<file path="src/rtl/core/mbd_pkg.sv">
// MOV byte-stream decoder package: result type, opcode and field constants,
// and the decode helper functions used by the decoder.
// No dependencies.
`default_nettype none

package mbd_pkg;

    // Instruction forms reported in the result item.
    localparam logic [2:0] FORM_REGMEM  = 3'd0;
    localparam logic [2:0] FORM_IMM_REG = 3'd1;
    localparam logic [2:0] FORM_IMM_RM  = 3'd2;
    localparam logic [2:0] FORM_ACC     = 3'd3;
    localparam logic [2:0] FORM_UNKNOWN = 3'd4;

    // Opcode prefixes of the four MOV encodings.
    localparam logic [5:0] OP_REGMEM_PFX  = 6'b100010;
    localparam logic [3:0] OP_IMM_REG_PFX = 4'b1011;
    localparam logic [6:0] OP_IMM_RM_PFX  = 7'b1100011;
    localparam logic [5:0] OP_ACC_PFX     = 6'b101000;

    // Mod field codes and the rm code that selects a direct address.
    localparam logic [1:0] MOD_NONE   = 2'd0;
    localparam logic [1:0] MOD_DISP8  = 2'd1;
    localparam logic [1:0] MOD_DISP16 = 2'd2;
    localparam logic [1:0] MOD_REG    = 2'd3;
    localparam logic [2:0] RM_DIRECT  = 3'b110;

    // Decoder phase codes.
    localparam logic [1:0] PH_OPCODE = 2'd0;
    localparam logic [1:0] PH_MODRM  = 2'd1;
    localparam logic [1:0] PH_DISP   = 2'd2;
    localparam logic [1:0] PH_DATA   = 2'd3;

    typedef struct packed {
        logic [2:0]         form;
        logic               wide;
        logic               direction;
        logic [2:0]         reg_field;
        logic [1:0]         mode;
        logic [2:0]         rm_field;
        logic signed [15:0] displacement;
        logic signed [15:0] immediate;
        logic [2:0]         length;
    } t_mbd_res;

    // Classify an opcode byte.
    function automatic logic [2:0] form_of(input logic [7:0] op);
        if (op[7:2] == OP_REGMEM_PFX) begin
            return FORM_REGMEM;
        end else if (op[7:4] == OP_IMM_REG_PFX) begin
            return FORM_IMM_REG;
        end else if (op[7:1] == OP_IMM_RM_PFX) begin
            return FORM_IMM_RM;
        end else if (op[7:2] == OP_ACC_PFX) begin
            return FORM_ACC;
        end
        return FORM_UNKNOWN;
    endfunction

    // The w bit sits at bit 3 for immediate-to-register, at bit 0 for the other known forms.
    function automatic logic wide_of(input logic [2:0] f, input logic [7:0] op);
        if (f == FORM_UNKNOWN) begin
            return 1'b0;
        end else if (f == FORM_IMM_REG) begin
            return op[3];
        end
        return op[0];
    endfunction

    // Number of displacement or address bytes that follow.
    function automatic logic [1:0] disp_len(input logic [2:0] f, input logic [7:0] m);
        if (f == FORM_ACC) begin
            return 2'd2;
        end else if (f != FORM_REGMEM && f != FORM_IMM_RM) begin
            return 2'd0;
        end else if (m[7:6] == MOD_DISP8) begin
            return 2'd1;
        end else if (m[7:6] == MOD_DISP16) begin
            return 2'd2;
        end else if (m[7:6] == MOD_NONE && m[2:0] == RM_DIRECT) begin
            return 2'd2;
        end
        return 2'd0;
    endfunction

    // Number of immediate data bytes that follow.
    function automatic logic [1:0] data_len(input logic [2:0] f, input logic [7:0] op);
        if (f == FORM_IMM_REG || f == FORM_IMM_RM) begin
            return {1'b0, 1'b1} + {1'b0, wide_of(f, op)};
        end
        return 2'd0;
    endfunction

    // Assemble a result item from the latched instruction bytes.
    function automatic t_mbd_res build_res(input logic [7:0]  op,
                                           input logic [7:0]  modrm_raw,
                                           input logic [15:0] disp_raw,
                                           input logic [15:0] data_raw);
        t_mbd_res   r;
        logic [2:0] f;
        logic       has_mrm;
        logic [7:0] m;
        logic [1:0] dl;
        logic [1:0] il;
        f       = form_of(op);
        has_mrm = (f == FORM_REGMEM) || (f == FORM_IMM_RM);
        m       = has_mrm ? modrm_raw : 8'h00;
        dl      = disp_len(f, m);
        il      = data_len(f, op);
        r.form      = f;
        r.wide      = wide_of(f, op);
        r.direction = (f == FORM_REGMEM || f == FORM_ACC) ? op[1] : 1'b0;
        if (has_mrm) begin
            r.reg_field = m[5:3];
        end else if (f == FORM_IMM_REG) begin
            r.reg_field = op[2:0];
        end else begin
            r.reg_field = 3'd0;
        end
        r.mode     = m[7:6];
        r.rm_field = m[2:0];
        if (dl == 2'd1) begin
            r.displacement = {{8{disp_raw[7]}}, disp_raw[7:0]};
        end else if (dl == 2'd2) begin
            r.displacement = disp_raw;
        end else begin
            r.displacement = 16'sd0;
        end
        if (il == 2'd1) begin
            r.immediate = {{8{data_raw[7]}}, data_raw[7:0]};
        end else if (il == 2'd2) begin
            r.immediate = data_raw;
        end else begin
            r.immediate = 16'sd0;
        end
        r.length = 3'd1 + {2'b00, has_mrm} + {1'b0, dl} + {1'b0, il};
        return r;
    endfunction

endpackage

`default_nettype wire

</file>
<file path="src/rtl/core/mbd_if.sv">
// Valid/ready channel interfaces of the MOV byte-stream decoder: the code
// byte channel and the decoded result channel. No dependencies.
`default_nettype none

interface mbd_in_if;
    logic       valid;
    logic       ready;
    logic [7:0] code_byte;

    modport source (output valid, output code_byte, input ready);
    modport sink (input valid, input code_byte, output ready);
endinterface

interface mbd_out_if;
    logic               valid;
    logic               ready;
    logic [2:0]         form;
    logic               wide;
    logic               direction;
    logic [2:0]         reg_field;
    logic [1:0]         mode;
    logic [2:0]         rm_field;
    logic signed [15:0] displacement;
    logic signed [15:0] immediate;
    logic [2:0]         length;

    modport source (output valid, output form, output wide, output direction,
                    output reg_field, output mode, output rm_field,
                    output displacement, output immediate, output length,
                    input ready);
    modport sink (input valid, input form, input wide, input direction,
                  input reg_field, input mode, input rm_field,
                  input displacement, input immediate, input length,
                  output ready);
endinterface

`default_nettype wire

</file>
<file path="src/rtl/core/mbd_decode.sv">
// Phase machine of the MOV decoder: latches the opcode, mod-reg-rm,
// displacement and data bytes and builds the result item. Uses mbd_pkg.
`default_nettype none

module mbd_decode (
    input  wire logic             i_clk,
    input  wire logic             i_rst_n,
    input  wire logic             i_step,
    input  wire logic [7:0]       i_byte,
    output logic                  o_emit,
    output mbd_pkg::t_mbd_res     o_res
);
    import mbd_pkg::*;

    logic [1:0]  r_phase,  n_phase;
    logic [7:0]  r_op,     n_op;
    logic [7:0]  r_modrm,  n_modrm;
    logic [15:0] r_disp,   n_disp;
    logic [15:0] r_data,   n_data;
    logic [1:0]  r_left,   n_left;
    logic        n_emit;

    logic [2:0]  form_cur;
    logic [2:0]  form_new;
    logic [1:0]  il_cur;
    logic [1:0]  tot;
    logic [1:0]  diff;
    logic        hi_byte;
    logic        go_after;

    assign form_cur = form_of(r_op);
    assign il_cur   = data_len(form_cur, r_op);
    assign form_new = form_of(i_byte);

    // Next state for one code byte, and whether it completes an instruction.
    always_comb begin
        n_phase  = r_phase;
        n_op     = r_op;
        n_modrm  = r_modrm;
        n_disp   = r_disp;
        n_data   = r_data;
        n_left   = r_left;
        n_emit   = 1'b0;
        go_after = 1'b0;
        tot      = 2'd0;
        diff     = 2'd0;
        hi_byte  = 1'b0;
        case (r_phase)
            PH_MODRM: begin
                n_modrm = i_byte;
                tot     = disp_len(form_cur, i_byte);
                if (tot != 2'd0) begin
                    n_phase = PH_DISP;
                    n_left  = tot;
                end else begin
                    go_after = 1'b1;
                end
            end
            PH_DISP: begin
                tot     = disp_len(form_cur, r_modrm);
                diff    = tot - r_left;
                hi_byte = (tot > r_left) && diff[0];
                n_disp  = r_disp | (hi_byte ? {i_byte, 8'h00} : {8'h00, i_byte});
                n_left  = (r_left != 2'd0) ? r_left - 2'd1 : 2'd0;
                go_after = (n_left == 2'd0);
            end
            PH_DATA: begin
                tot     = il_cur;
                diff    = tot - r_left;
                hi_byte = (tot > r_left) && diff[0];
                n_data  = r_data | (hi_byte ? {i_byte, 8'h00} : {8'h00, i_byte});
                n_left  = (r_left != 2'd0) ? r_left - 2'd1 : 2'd0;
                n_emit  = (n_left == 2'd0);
            end
            default: begin
                n_op    = i_byte;
                n_modrm = 8'h00;
                n_disp  = 16'h0000;
                n_data  = 16'h0000;
                n_left  = 2'd0;
                if (form_new == FORM_REGMEM || form_new == FORM_IMM_RM) begin
                    n_phase = PH_MODRM;
                end else if (form_new == FORM_IMM_REG) begin
                    n_phase = PH_DATA;
                    n_left  = data_len(form_new, i_byte);
                end else if (form_new == FORM_ACC) begin
                    n_phase = PH_DISP;
                    n_left  = 2'd2;
                end else begin
                    n_emit = 1'b1;
                end
            end
        endcase

        // Mod-reg-rm or displacement finished: go on to the data bytes or finish.
        if (go_after) begin
            if (il_cur != 2'd0) begin
                n_phase = PH_DATA;
                n_left  = il_cur;
            end else begin
                n_emit = 1'b1;
            end
        end

        // A finished instruction returns to the opcode phase.
        if (n_emit) begin
            n_phase = PH_OPCODE;
            n_left  = 2'd0;
        end
    end

    assign o_emit = n_emit;
    assign o_res  = build_res(n_op, n_modrm, n_disp, n_data);

    // State update on each processed byte.
    always_ff @(posedge i_clk) begin
        if (!i_rst_n) begin
            r_phase <= PH_OPCODE;
            r_op    <= 8'h00;
            r_modrm <= 8'h00;
            r_disp  <= 16'h0000;
            r_data  <= 16'h0000;
            r_left  <= 2'd0;
        end else if (i_step) begin
            r_phase <= n_phase;
            r_op    <= n_op;
            r_modrm <= n_modrm;
            r_disp  <= n_disp;
            r_data  <= n_data;
            r_left  <= n_left;
        end
    end

endmodule

`default_nettype wire

</file>
<file path="src/rtl/core/x86_mov_byte_stream_decoder_unit.sv">
// A code byte that completes an instruction passes through the input register and
// then the result register before its result item shows.
// Throughput: one byte per cycle while the result side takes items; the
// single-cycle phase machine in mbd_decode sets this figure.
// Reset: synchronous active-low i_rst_n empties both registers and returns the
// decoder to the opcode phase with all latches cleared.
`default_nettype none

module x86_mov_byte_stream_decoder_unit (
    input  wire logic  i_clk,
    input  wire logic  i_rst_n,
    mbd_in_if.sink     i_in,
    mbd_out_if.source  o_out
);
    import mbd_pkg::*;

    logic       r_in_vld;
    logic [7:0] r_in_byte;
    logic       r_out_vld;
    t_mbd_res   r_out;

    logic       dec_emit;
    t_mbd_res   dec_res;
    logic       out_free;
    logic       step;

    // The input register advances unless its result would find the output full.
    assign out_free   = !r_out_vld || o_out.ready;
    assign step       = r_in_vld && (!dec_emit || out_free);
    assign i_in.ready = !r_in_vld || step;

    mbd_decode u_decode (
        .i_clk   (i_clk),
        .i_rst_n (i_rst_n),
        .i_step  (step),
        .i_byte  (r_in_byte),
        .o_emit  (dec_emit),
        .o_res   (dec_res)
    );

    // Input register.
    always_ff @(posedge i_clk) begin
        if (!i_rst_n) begin
            r_in_vld <= 1'b0;
        end else if (i_in.valid && i_in.ready) begin
            r_in_vld <= 1'b1;
        end else if (step) begin
            r_in_vld <= 1'b0;
        end
    end

    always_ff @(posedge i_clk) begin
        if (i_in.valid && i_in.ready) begin
            r_in_byte <= i_in.code_byte;
        end
    end

    // Result register.
    always_ff @(posedge i_clk) begin
        if (!i_rst_n) begin
            r_out_vld <= 1'b0;
        end else if (step && dec_emit) begin
            r_out_vld <= 1'b1;
        end else if (o_out.ready) begin
            r_out_vld <= 1'b0;
        end
    end

    always_ff @(posedge i_clk) begin
        if (step && dec_emit) begin
            r_out <= dec_res;
        end
    end

    assign o_out.valid        = r_out_vld;
    assign o_out.form         = r_out.form;
    assign o_out.wide         = r_out.wide;
    assign o_out.direction    = r_out.direction;
    assign o_out.reg_field    = r_out.reg_field;
    assign o_out.mode         = r_out.mode;
    assign o_out.rm_field     = r_out.rm_field;
    assign o_out.displacement = r_out.displacement;
    assign o_out.immediate    = r_out.immediate;
    assign o_out.length       = r_out.length;

endmodule

`default_nettype wire

</file>
<file path="src/flat_wrapper.sv">
// flat-port wrapper written by rule: the top's interface ports become plain ports
module x86_mov_byte_stream_decoder_unit_flat import mbd_pkg::*;
  (i_clk, i_rst_n, i_in_valid, i_in_code_byte, i_in_ready, o_out_valid, o_out_form, o_out_wide, o_out_direction, o_out_reg_field, o_out_mode, o_out_rm_field, o_out_displacement, o_out_immediate, o_out_length, o_out_ready);
  mbd_in_if i_in_i ();
  mbd_out_if o_out_i ();
  input  wire logic i_clk;
  input  wire logic i_rst_n;
  input wire logic [$bits(i_in_i.valid)-1:0] i_in_valid;
  input wire logic [$bits(i_in_i.code_byte)-1:0] i_in_code_byte;
  output wire logic [$bits(i_in_i.ready)-1:0] i_in_ready;
  output wire logic [$bits(o_out_i.valid)-1:0] o_out_valid;
  output wire logic [$bits(o_out_i.form)-1:0] o_out_form;
  output wire logic [$bits(o_out_i.wide)-1:0] o_out_wide;
  output wire logic [$bits(o_out_i.direction)-1:0] o_out_direction;
  output wire logic [$bits(o_out_i.reg_field)-1:0] o_out_reg_field;
  output wire logic [$bits(o_out_i.mode)-1:0] o_out_mode;
  output wire logic [$bits(o_out_i.rm_field)-1:0] o_out_rm_field;
  output wire logic [$bits(o_out_i.displacement)-1:0] o_out_displacement;
  output wire logic [$bits(o_out_i.immediate)-1:0] o_out_immediate;
  output wire logic [$bits(o_out_i.length)-1:0] o_out_length;
  input wire logic [$bits(o_out_i.ready)-1:0] o_out_ready;
  assign i_in_i.valid = i_in_valid;
  assign i_in_i.code_byte = i_in_code_byte;
  assign i_in_ready = i_in_i.ready;
  assign o_out_valid = o_out_i.valid;
  assign o_out_form = o_out_i.form;
  assign o_out_wide = o_out_i.wide;
  assign o_out_direction = o_out_i.direction;
  assign o_out_reg_field = o_out_i.reg_field;
  assign o_out_mode = o_out_i.mode;
  assign o_out_rm_field = o_out_i.rm_field;
  assign o_out_displacement = o_out_i.displacement;
  assign o_out_immediate = o_out_i.immediate;
  assign o_out_length = o_out_i.length;
  assign o_out_i.ready = o_out_ready;
  x86_mov_byte_stream_decoder_unit u_core (.i_clk(i_clk), .i_rst_n(i_rst_n), .i_in(i_in_i), .o_out(o_out_i));
endmodule
</file>
<file path="config.mk">
export PLATFORM = sky130hd
export DESIGN_NAME = x86_mov_byte_stream_decoder_unit_flat
export DESIGN_NICKNAME = d
export VERILOG_FILES = /design/src/rtl/core/mbd_pkg.sv /design/src/rtl/core/mbd_if.sv /design/src/rtl/core/mbd_decode.sv /design/src/rtl/core/x86_mov_byte_stream_decoder_unit.sv /design/src/flat_wrapper.sv
export SDC_FILE = /design/constraint.sdc
export NUM_CORES = 1
export LEC_CHECK = 0
export ABC_AREA = 1
export BUFFER_PORTS_ARGS = -buffer_cell sky130_fd_sc_hd__buf_2
export CELL_PAD_IN_SITES_DETAIL_PLACEMENT = 0
export CELL_PAD_IN_SITES_GLOBAL_PLACEMENT = 2
export CORE_ASPECT_RATIO = 0.6
export CORE_MARGIN = 5
export CORE_UTILIZATION = 34
export CTS_CLUSTER_DIAMETER = 200
export DETAILED_ROUTE_END_ITERATION = 8
export PLACE_DENSITY = 0.88
export SETUP_SLACK_MARGIN = 0.3
export SLEW_MARGIN = 0
export SYNTH_ARGS = -nofsm -noshare
export SYNTH_HDL_FRONTEND = slang
export SYNTH_SLANG_ARGS = --single-unit
export TNS_END_PERCENT = 50
</file>
<file path="constraint.sdc">
create_clock -name i_clk -period 4.25 [get_ports i_clk]
set_input_delay 0 -clock i_clk [delete_from_list [all_inputs] [get_ports i_clk]]
set_output_delay 0 -clock i_clk [all_outputs]
set_load 0.01 [all_outputs]
</file>
## Yosys cells after proc, flatten, opt, wreduce, memory -nomap -nowiden

Index checks and enable logic that the tools add are counted.

- Bits in registers: 110
- Bits in latches: 0
- RAM bits: 0
- ROM bits: 0
- Output and inout port bits: 50
- Logic and storage cells: 255
- Memories: 0

- $add $sub $neg: 9
- $mul: 0
- Div/mod/pow operators: 0
- $lt $le $gt $ge: 2
- Equal/unequal tests: 42
- Shift operators: 0
- Muxes and demuxes: 143
- Bitwise gates (word level): 2
- Reduce and logical (&&, ||, !) cells: 39

Operators with widths:

| kind | count |
|---|---|
| two-way mux 16 bit | 6 |
| two-way mux 2 bit | 41 |
| two-way mux 1 bit | 70 |
| one-hot mux 16 bit (2 select lines) | 2 |
| two-way mux 3 bit | 17 |
| == test 6 bit, second input constant | 6 |
| OR 16 bit | 2 |
| == test 7 bit, second input constant | 3 |
| == test 3 x 2 -> 1 bit, second input constant | 6 |
| == test 3 bit, second input constant | 6 |
| two-way mux 8 bit | 2 |
| one-hot mux 8 bit (2 select lines) | 1 |
| == test 2 bit, second input constant | 7 |
| == test 2 x 1 -> 1 bit, second input constant | 6 |
| == test 4 bit, second input constant | 3 |
| logical AND 1 bit | 10 |
| nonzero test 2 bit | 5 |
| == test 3 x 1 -> 1 bit, second input constant | 3 |
| logical OR 1 bit | 9 |
| adder 1 x 1 -> 2 bit, first input constant | 4 |
| zero test 2 bit | 4 |
| one-hot mux 2 bit (2 select lines) | 2 |
| zero test 3 bit | 2 |
| != test 3 x 2 -> 1 bit, second input constant | 2 |
| 10 further kinds | 18 |

## Depth between registers and ports, before layout

Gate-level depths: netlist (run 1).

- Depth after elaboration: 26
- Depth in mapped cells: 21

## Cells and area by module

Synthesis (run 1) repeated with hierarchy kept, for this count alone.

- Cells, all modules: 660
- Area total of the unflattened synthesis: 5,489.0 sq um

By module, submodules not included:

| module | instances | cells an instance | area an instance (sq um) | seq. area each (sq um) |
|---|---|---|---|---|
| mbd_decode | 1 | 585 | 3,686.0 | 1,041.0 |
| x86_mov_byte_stream_decoder_unit | 1 | 75 | 1,803.0 | 1,721.7 |

## Worst setup path after synthesis (run 1)

No wires, ideal clock.

- Path type: reg2reg
- Start point: register u_core.u_decode.r_phase[1]
- End point: register u_core.r_out (netlist bit u_core.o_out.direction), enable pin
- Library setup time: 0.402 ns
- Arrival: 2.723 ns
- Slack: 1.124 ns
- Stages on the path, launching flop included: 12
- Path buffers: 4
- Period minus slack after synthesis: 3.126 ns
- Cell sequence: dfxtp_1 > inv_1 > ha_1 > buf_4 > buf_4 > a31oi_1 > nand2_2 > a21oi_4 > buf_6 > buf_6 > nand2_1 > inv_1

- Longest elaborated chain between the ends: 9
- Elaborated cells between the ends (all ways): 12

Ends and longest elaborated chain:

| item | RTL line | source |
|---|---|---|
| start: declaration | mbd_decode.sv:15 | `logic [1:0] r_phase, n_phase;` |
| start signal: assignment | mbd_decode.sv:125 | `r_phase <= n_phase;` |
| == test 2 bit or == test 2 x 1 -> 1 bit (tied branches) | mbd_decode.sv:48 | `case (r_phase)` |
| OR reduction 2 bit (no source line) | -- |  |
| one-hot mux 1 bit (2 select lines) | mbd_decode.sv:48 |  |
| two-way mux 1 bit | mbd_decode.sv:97 | `if (il_cur != 2'd0) begin` |
| two-way mux 1 bit * | mbd_decode.sv:96 | `if (go_after) begin` |
| zero test 1 bit | x86_mov_byte_stream_decoder_unit.sv:29 | `assign step = r_in_vld && (!dec_emit \|\| out_free);` |
| logical OR 1 bit | x86_mov_byte_stream_decoder_unit.sv:29 |  |
| logical AND 1 bit | x86_mov_byte_stream_decoder_unit.sv:29 |  |
| logical AND 1 bit * | x86_mov_byte_stream_decoder_unit.sv:70 | `if (step && dec_emit) begin` |
| end signal: assignment | x86_mov_byte_stream_decoder_unit.sv:71 | `r_out <= dec_res;` |
| end: declaration | x86_mov_byte_stream_decoder_unit.sv:20 | `t_mbd_res r_out;` |

Every way passes the cells marked *; elsewhere a longest branch is shown, timed or not.
A chain may end at the register's enable or synchronous reset.

==> results.yml, run 1 <==
worst_setup_path:
  crit_fanout: 21
  required_ps: 4350
  crit_top_cell: "nand2_1"
  arrival_ps: 3720
  crit_slowest_cell: "ha_1"
  reg2reg_depth: 12
  rr_startpoint: "u_core.u_decode.r_phase[1]"
  path_class: "reg -> reg"
  path_cells: "ha_1 > nor2_1 > inv_1 > nand2_1 > a21oi_1 > nand2_1 > nand2_1 > nand2_1 > ha_1 > inv_1 > fa_1 > xnor2_1"
  r2r-end: "u_core.o_out.length[2]"
  max_stage_delay_ps: 690
  startpoint_type: "register"
  end_kind: "register"
  r2r_slack_ps: 630
power_and_ir_drop:
  power_mw: 2.28
  p_per_area_nw_per_um2: 353
  p_leak_nw: 2.76
  ir_drop_uv: 205
grt:
  gr-total-overflow: 0
  grt_pass1_wl_mm: 25.5
  grt_max_degree: 69
  grt_pass1_vias: 4584
  gr-usage-all-layers: 0.172
  antenna_found_initial: 0
floorplanning:
  start_util: 0.345
  die_w_um: 175
  io_pins: 62
  core-area_um2: 16200
  die-area_um2: 19200
  die_h_um: 109
  fp-row-count: 36
logic_synthesis:
  yosysUniqueCellTypes: 32
  synth_top_family_by_area: "simple AND/OR/NAND/NOR gates"
  synthAdderAreaFrac: 0.0327
  syn_inst: 739
  synthMuxAreaShare: 0
  ys_seq_area_frac: 0.495
  avgSynthCellArea_um2: 7.55
  yosys.area_share.xor_xnor: 0.00157
  syn-num-nets: 765
  netlist_area_um2: 5580
  ys_seq_elements: 110
  yosysWarningCount: 0
  synthSimpleGateAreaFrac: 0.284
  synth_compound_area_frac: 0.112
clocking:
  numClockSinks: 110
  cts_inserted_buffers: 9
  cts_setup_buffers: 0
  cts_root_buffer: "clkbuf_16"
  insertion_delay_ps: 350
  ctsHtreeMaxLevel: 3
  clk_pin_slew_ps: 70
  cts_tree: "done"
  clockBufferDepth: 2
detailed_routing:
  antenna_left: 0
  drt_iter0_drc: 527
  vias: 5004
  firstDrtPassIters: 5
  wl_per_cell_um: 16.0
  drc: 0
  wirelength_mm: 16.1
  viasPerCell: 4.94
timing:
  worst_slack_ps: 627
  max_slew.worst_pin.slew_ps: 1020
  period_share: 0.853
  relSlewSlack: 0.323
  finClkSkew_ps: 7.46
  period_needed_ps: 3620
  setup_violations: 0
  drv_slew: 0
  max_freq_ghz: 0.276
  fin_setup_tns_ps: 0
  grt_setup_unrepaired: "false"
  finalHoldViolations: 0
layout:
  final_cell_mix: "nand2_1 (201), nor2_1 (144), o21ai_0 (68), buf_2 (61), inv_1 (60)"
  layout_commonest_cell: "nand2_1"
  final_layout_size_suffix_gt1_frac: 0.130
  antennaDiodeCount: 0
  final_net_count: 824
  syn2layout_area_growth_pct: 15.9
  final_cells: 1012
placement:
  hpwlAfterDp_mm: 11.5
  port_buffers: 61
  preCtsSetupSlack_ps: 471
  gp_congestion: 0.917
  placedCellCount: 987
hold_path:
  whs_path_depth: 4
  worstHoldEndpoint: "u_core.o_out.valid"
  hp-class: "in -> reg"
  min-delay-start: "o_out_ready"
outcome:
  outcome: "complete, no violations"
job:
  maxCapViolations: 0
-- state kept, by name, summed over array words and instances, names as in the netlist, 3 cells and up --
signal / cells
u_core.u_decode.r_disp: 16
u_core.o_out.length: 3
u_core.o_out.form: 3
u_core.u_decode.r_modrm: 8
u_core.o_out.reg_field: 3
u_core.u_decode.r_op: 8
u_core.r_in_byte: 8
u_core.o_out.displacement: 16
u_core.o_out.immediate: 16
u_core.u_decode.r_data: 16
u_core.o_out.rm_field: 3
-- through the flow --
stage | hold slack (ps) | area [um2] | utilization
5_1_grt | 68.4 | 6470 | 0.400
4_1_cts | 16.8 | 6450 | 0.399
3_3_place_gp | 176 | 6060 | 0.375
3_5_place_dp | 179 | 6060 | 0.375
2_1_floorplan | 98.9 | 5580 | -
6_report | 20.0 | 6470 | 0.400
-- per-layer routing --
metal,up-vias,wire [um],GRT usage
met2,191,6260,0.241
met4,0,248,0.0373
met5,-,0,0
met1,2280,8430,0.266
met3,23,1200,0.0385
li1,2510,-,-
-- how the worst max path moves through the flow --
stage                          startpoint                     end  slack (ps)
2_1_floorplan  u_core.u_decode.r_phase[1]  u_core.o_out.direction        1120
3_3_place_gp   u_core.u_decode.r_phase[1]  u_core.o_out.length[1]         670
3_5_place_dp   u_core.u_decode.r_phase[1]  u_core.o_out.length[2]         470
4_1_cts        u_core.u_decode.r_phase[1]  u_core.o_out.length[2]         440
5_1_grt        u_core.u_decode.r_phase[1]  u_core.o_out.length[2]         330
6_report       u_core.u_decode.r_phase[1]  u_core.o_out.length[2]         630
-- logic make-up (layout without fill, tap and decap cells) --
group	after synthesis	count (layout)
DFF	110	110
and+or+nand+nor	398	398
buffers and inverters	99	163
xor gates and xnor gates	1	1
AOI/OAI and AO/OA	117	117
adders and majority gates	14	14
-- power by group --
part	internal [mW]	leakage (nW)	switching, mW
clock network	0.478	0.143	0.390
registers	1.17	0.985	0.0322
logic	0.0702	1.63	0.144
total	1.72	2.76	0.566
-- critical path, delay by kind of cell (launching register included) --
family                   cells  cell delay, ps
AO/OA/AOI/OAI                1             280
adder cells (fa/ha/maj)      3            1480
flip-flops                   1             430
XOR/XNOR                     1             140
AND/OR/NAND/NOR              5             800
buffers and inverters        2             250
-- cell usage after synthesis --
library cell	n	share of area
edfxtp_1	56	0.30
o21ai_2	1	0.0016
dfxtp_1	54	0.19
buf_1	2	0.0013
clkbuf_1	17	0.011
buf_6	2	0.0040
inv_1	61	0.041
buf_4	6	0.0081
o21ai_1	10	0.0090
nand3_1	35	0.031
nand4_1	6	0.0067
nand3_2	1	0.0018
and2_1	1	0.0011
clkinv_1	1	0.00067
nor2_1	144	0.097
xnor2_1	1	0.0016
fa_1	1	0.0036
nand2_2	5	0.0056
o22ai_1	10	0.011
inv_2	4	0.0027
o211ai_1	2	0.0027
o21ai_0	68	0.061
a21oi_1	22	0.020
nand2_1	201	0.14
buf_2	6	0.0054
ha_1	13	0.029
a21oi_4	1	0.0029
nor2_2	2	0.0022
a31oi_1	2	0.0022
nor3_2	1	0.0018
nor3_1	2	0.0018
o21bai_1	1	0.0013
-- what timing repair did --
item / in CTS / in global routing
endpoints found under the hold margin: 9 / 0
resized for setup: 0 / 3
hold buffers: 9 / 0
endpoints found under the setup margin: 0 / 2
-- area by class of cell --
cell class              count  area (um2)
repair buffers             81         478
multi-input cells         530        2420
fillers                  1639        9700
flip-flops and latches    110        2760
well taps                 209         262
inverters                  66         248
clock buffers              12         246
clock inverters             4        55.1
Power figures use the tool's default switching activity.
==> run 2: changes to the inputs <==
--- a/config.mk
+++ b/config.mk
@@ -6,15 +6,15 @@
 export NUM_CORES = 1
 export LEC_CHECK = 0
 export ABC_AREA = 1
-export BUFFER_PORTS_ARGS = -buffer_cell sky130_fd_sc_hd__buf_2
 export CELL_PAD_IN_SITES_DETAIL_PLACEMENT = 0
 export CELL_PAD_IN_SITES_GLOBAL_PLACEMENT = 2
 export CORE_ASPECT_RATIO = 0.6
 export CORE_MARGIN = 5
-export CORE_UTILIZATION = 34
+export CORE_UTILIZATION = 37
 export CTS_CLUSTER_DIAMETER = 200
 export DETAILED_ROUTE_END_ITERATION = 8
-export PLACE_DENSITY = 0.88
+export DONT_BUFFER_PORTS = 1
+export PLACE_DENSITY = 0.87
 export SETUP_SLACK_MARGIN = 0.3
 export SLEW_MARGIN = 0
 export SYNTH_ARGS = -nofsm -noshare
==> constraint.sdc (replaced) <==
create_clock -name i_clk -period 4.25 [get_ports i_clk]
set_input_delay 0.85 -clock i_clk [delete_from_list [all_inputs] [get_ports i_clk]]
set_output_delay 0.85 -clock i_clk [all_outputs]
set_load 0.01 [all_outputs]
==> run 2 against run 1 <==
Against the previous run:
- die area shrank 7.5%
- via count shrank 4.3%
- clock-buffer cell count shrank 2
- sequential cell count is the same
- fmax shrank 1.4%
- sequential power is essentially flat
- clock power is essentially flat
- critical endpoint unchanged
- largest cell class unchanged
==> results.yml, run 2 (same netlist as run 1, synthesis figures left out) <==
detailed_routing:
  antenna_left: 0
  viasPerCell: 5.14
  firstDrtPassIters: 6
  drc: 0
  wirelength_mm: 16.4
  vias: 4789
  drt_iter0_drc: 485
  wl_per_cell_um: 17.6
clocking:
  clk_pin_slew_ps: 80
  ctsHtreeMaxLevel: 3
  clockBufferDepth: 2
  cts_tree: "done"
  cts_inserted_buffers: 9
  insertion_delay_ps: 350
  cts_root_buffer: "clkbuf_16"
  numClockSinks: 110
timing:
  max_slew.worst_pin.slew_ps: 1080
  fin_setup_tns_ps: 0
  setup_violations: 0
  hold_ws_ps: 480
  max_freq_ghz: 0.272
  period_share: 0.865
  drv_slew: 0
  relSlewSlack: 0.277
  period_needed_ps: 3680
  finalHoldViolations: 0
  finClkSkew_ps: 15.8
  worst_slack_ps: 575
  grt_setup_unrepaired: "false"
floorplanning:
  die-area_um2: 17700
  die_h_um: 105
  start_util: 0.381
  core-area_um2: 14600
  fp-row-count: 34
  die_w_um: 169
  io_pins: 62
layout:
  syn2layout_area_growth_pct: 8.45
  final_cell_mix: "nand2_1 (201), nor2_1 (144), o21ai_0 (68), inv_1 (60), edfxtp_1 (56)"
  final_net_count: 755
  final_area_um2: 6050
  final_core_util: 0.414
  final_layout_size_suffix_gt1_frac: 0.0599
  area.sequential_um2: 2760
  final.fill_count: 1540
  multiInputGateArea_um2: 2400
  layout_commonest_cell: "nand2_1"
  final_cells: 932
  antennaDiodeCount: 0
power_and_ir_drop:
  p_leak_nw: 2.48
  p_per_area_nw_per_um2: 372
  ir_drop_uv: 172
  power_mw: 2.25
placement:
  port_buffers: 0
  hpwlAfterDp_mm: 11.4
  placedCellCount: 916
  gp_congestion: 0.889
  preCtsSetupSlack_ps: 549
  dpl_cell_area_um2: 5750
grt:
  gr-total-overflow: 0
  grt_pass1_vias: 4451
  antenna_found_initial: 0
  grt_max_degree: 69
  grt_pass1_wl_mm: 25.7
  gr-usage-all-layers: 0.186
hold_path:
  hp-class: "reg -> reg"
  whs_path_depth: 2
outcome:
  outcome: "complete, no violations"
worst_setup_path:
  path_cells: "inv_1 > ha_2 > buf_4 > nand2_1 > o21ai_1 > nand2_1 > nor2_1 > nand2_1 > nand4_1 > nand2_1 > o21ai_2 > and2_1 > ha_1 > inv_1 > fa_1 > xnor2_1"
  path_class: "reg -> reg"
  arrival_ps: 3770
  end_kind: "register"
  crit_fanout: 14
  crit_top_cell: "nand2_1"
  required_ps: 4350
  crit_slowest_cell: "and2_1"
  reg2reg_depth: 16
  startpoint_type: "register"
  max_stage_delay_ps: 440
job:
  maxCapViolations: 0
-- run 2: worst max-delay path: cells and delay by family (launching register included) --
kind,cells,cell delay [ps]
adders and majority gates,3,960
buffers and inverters,3,460
DFF,1,370
and+or+nand+nor,7,1230
xor gates and xnor gates,1,140
AOI/OAI and AO/OA,2,260
-- run 2: metal layers --
layer	GRT usage	part of all wire	vias up
met2	0.254	0.40	193
met3	0.0691	0.097	14
met4	0.0371	0.010	0
met1	0.278	0.49	2217
li1	-	-	2365
met5	0	0	-
-- run 2: timing repair --
action | CTS | global route
endpoints found under the setup margin | 0 | 2
gates resized for setup | 0 | 1
setup buffers | 0 | 0
hold buffers | 0 | 0
-- run 2: final timing paths --
path / start / to / slack, ps
setup / recovery: u_core.u_decode.r_phase[1] / u_core.o_out.length[2] / 570
hold / removal: u_core.u_decode.r_data[6] / u_core.u_decode.r_data[6] / 480
setup reg to reg: u_core.u_decode.r_phase[1] / u_core.o_out.length[2] / 570
hold reg to reg: u_core.u_decode.r_data[6] / u_core.u_decode.r_data[6] / 480
-- run 2: layout make-up --
cell class                 count  area share
clock buffer                  10      0.0378
sequential                   110       0.456
clock inverter                 6      0.0118
timing repair buffer          12      0.0149
multi-input combinational    530       0.397
tap                          198      0.0409
inverter                      66      0.0409
-- run 2: where the power goes --
part           switching [mW]  internal (mW)
clock                   0.405          0.465
sequential             0.0454           1.17
combinational           0.119         0.0477
total                   0.570           1.68
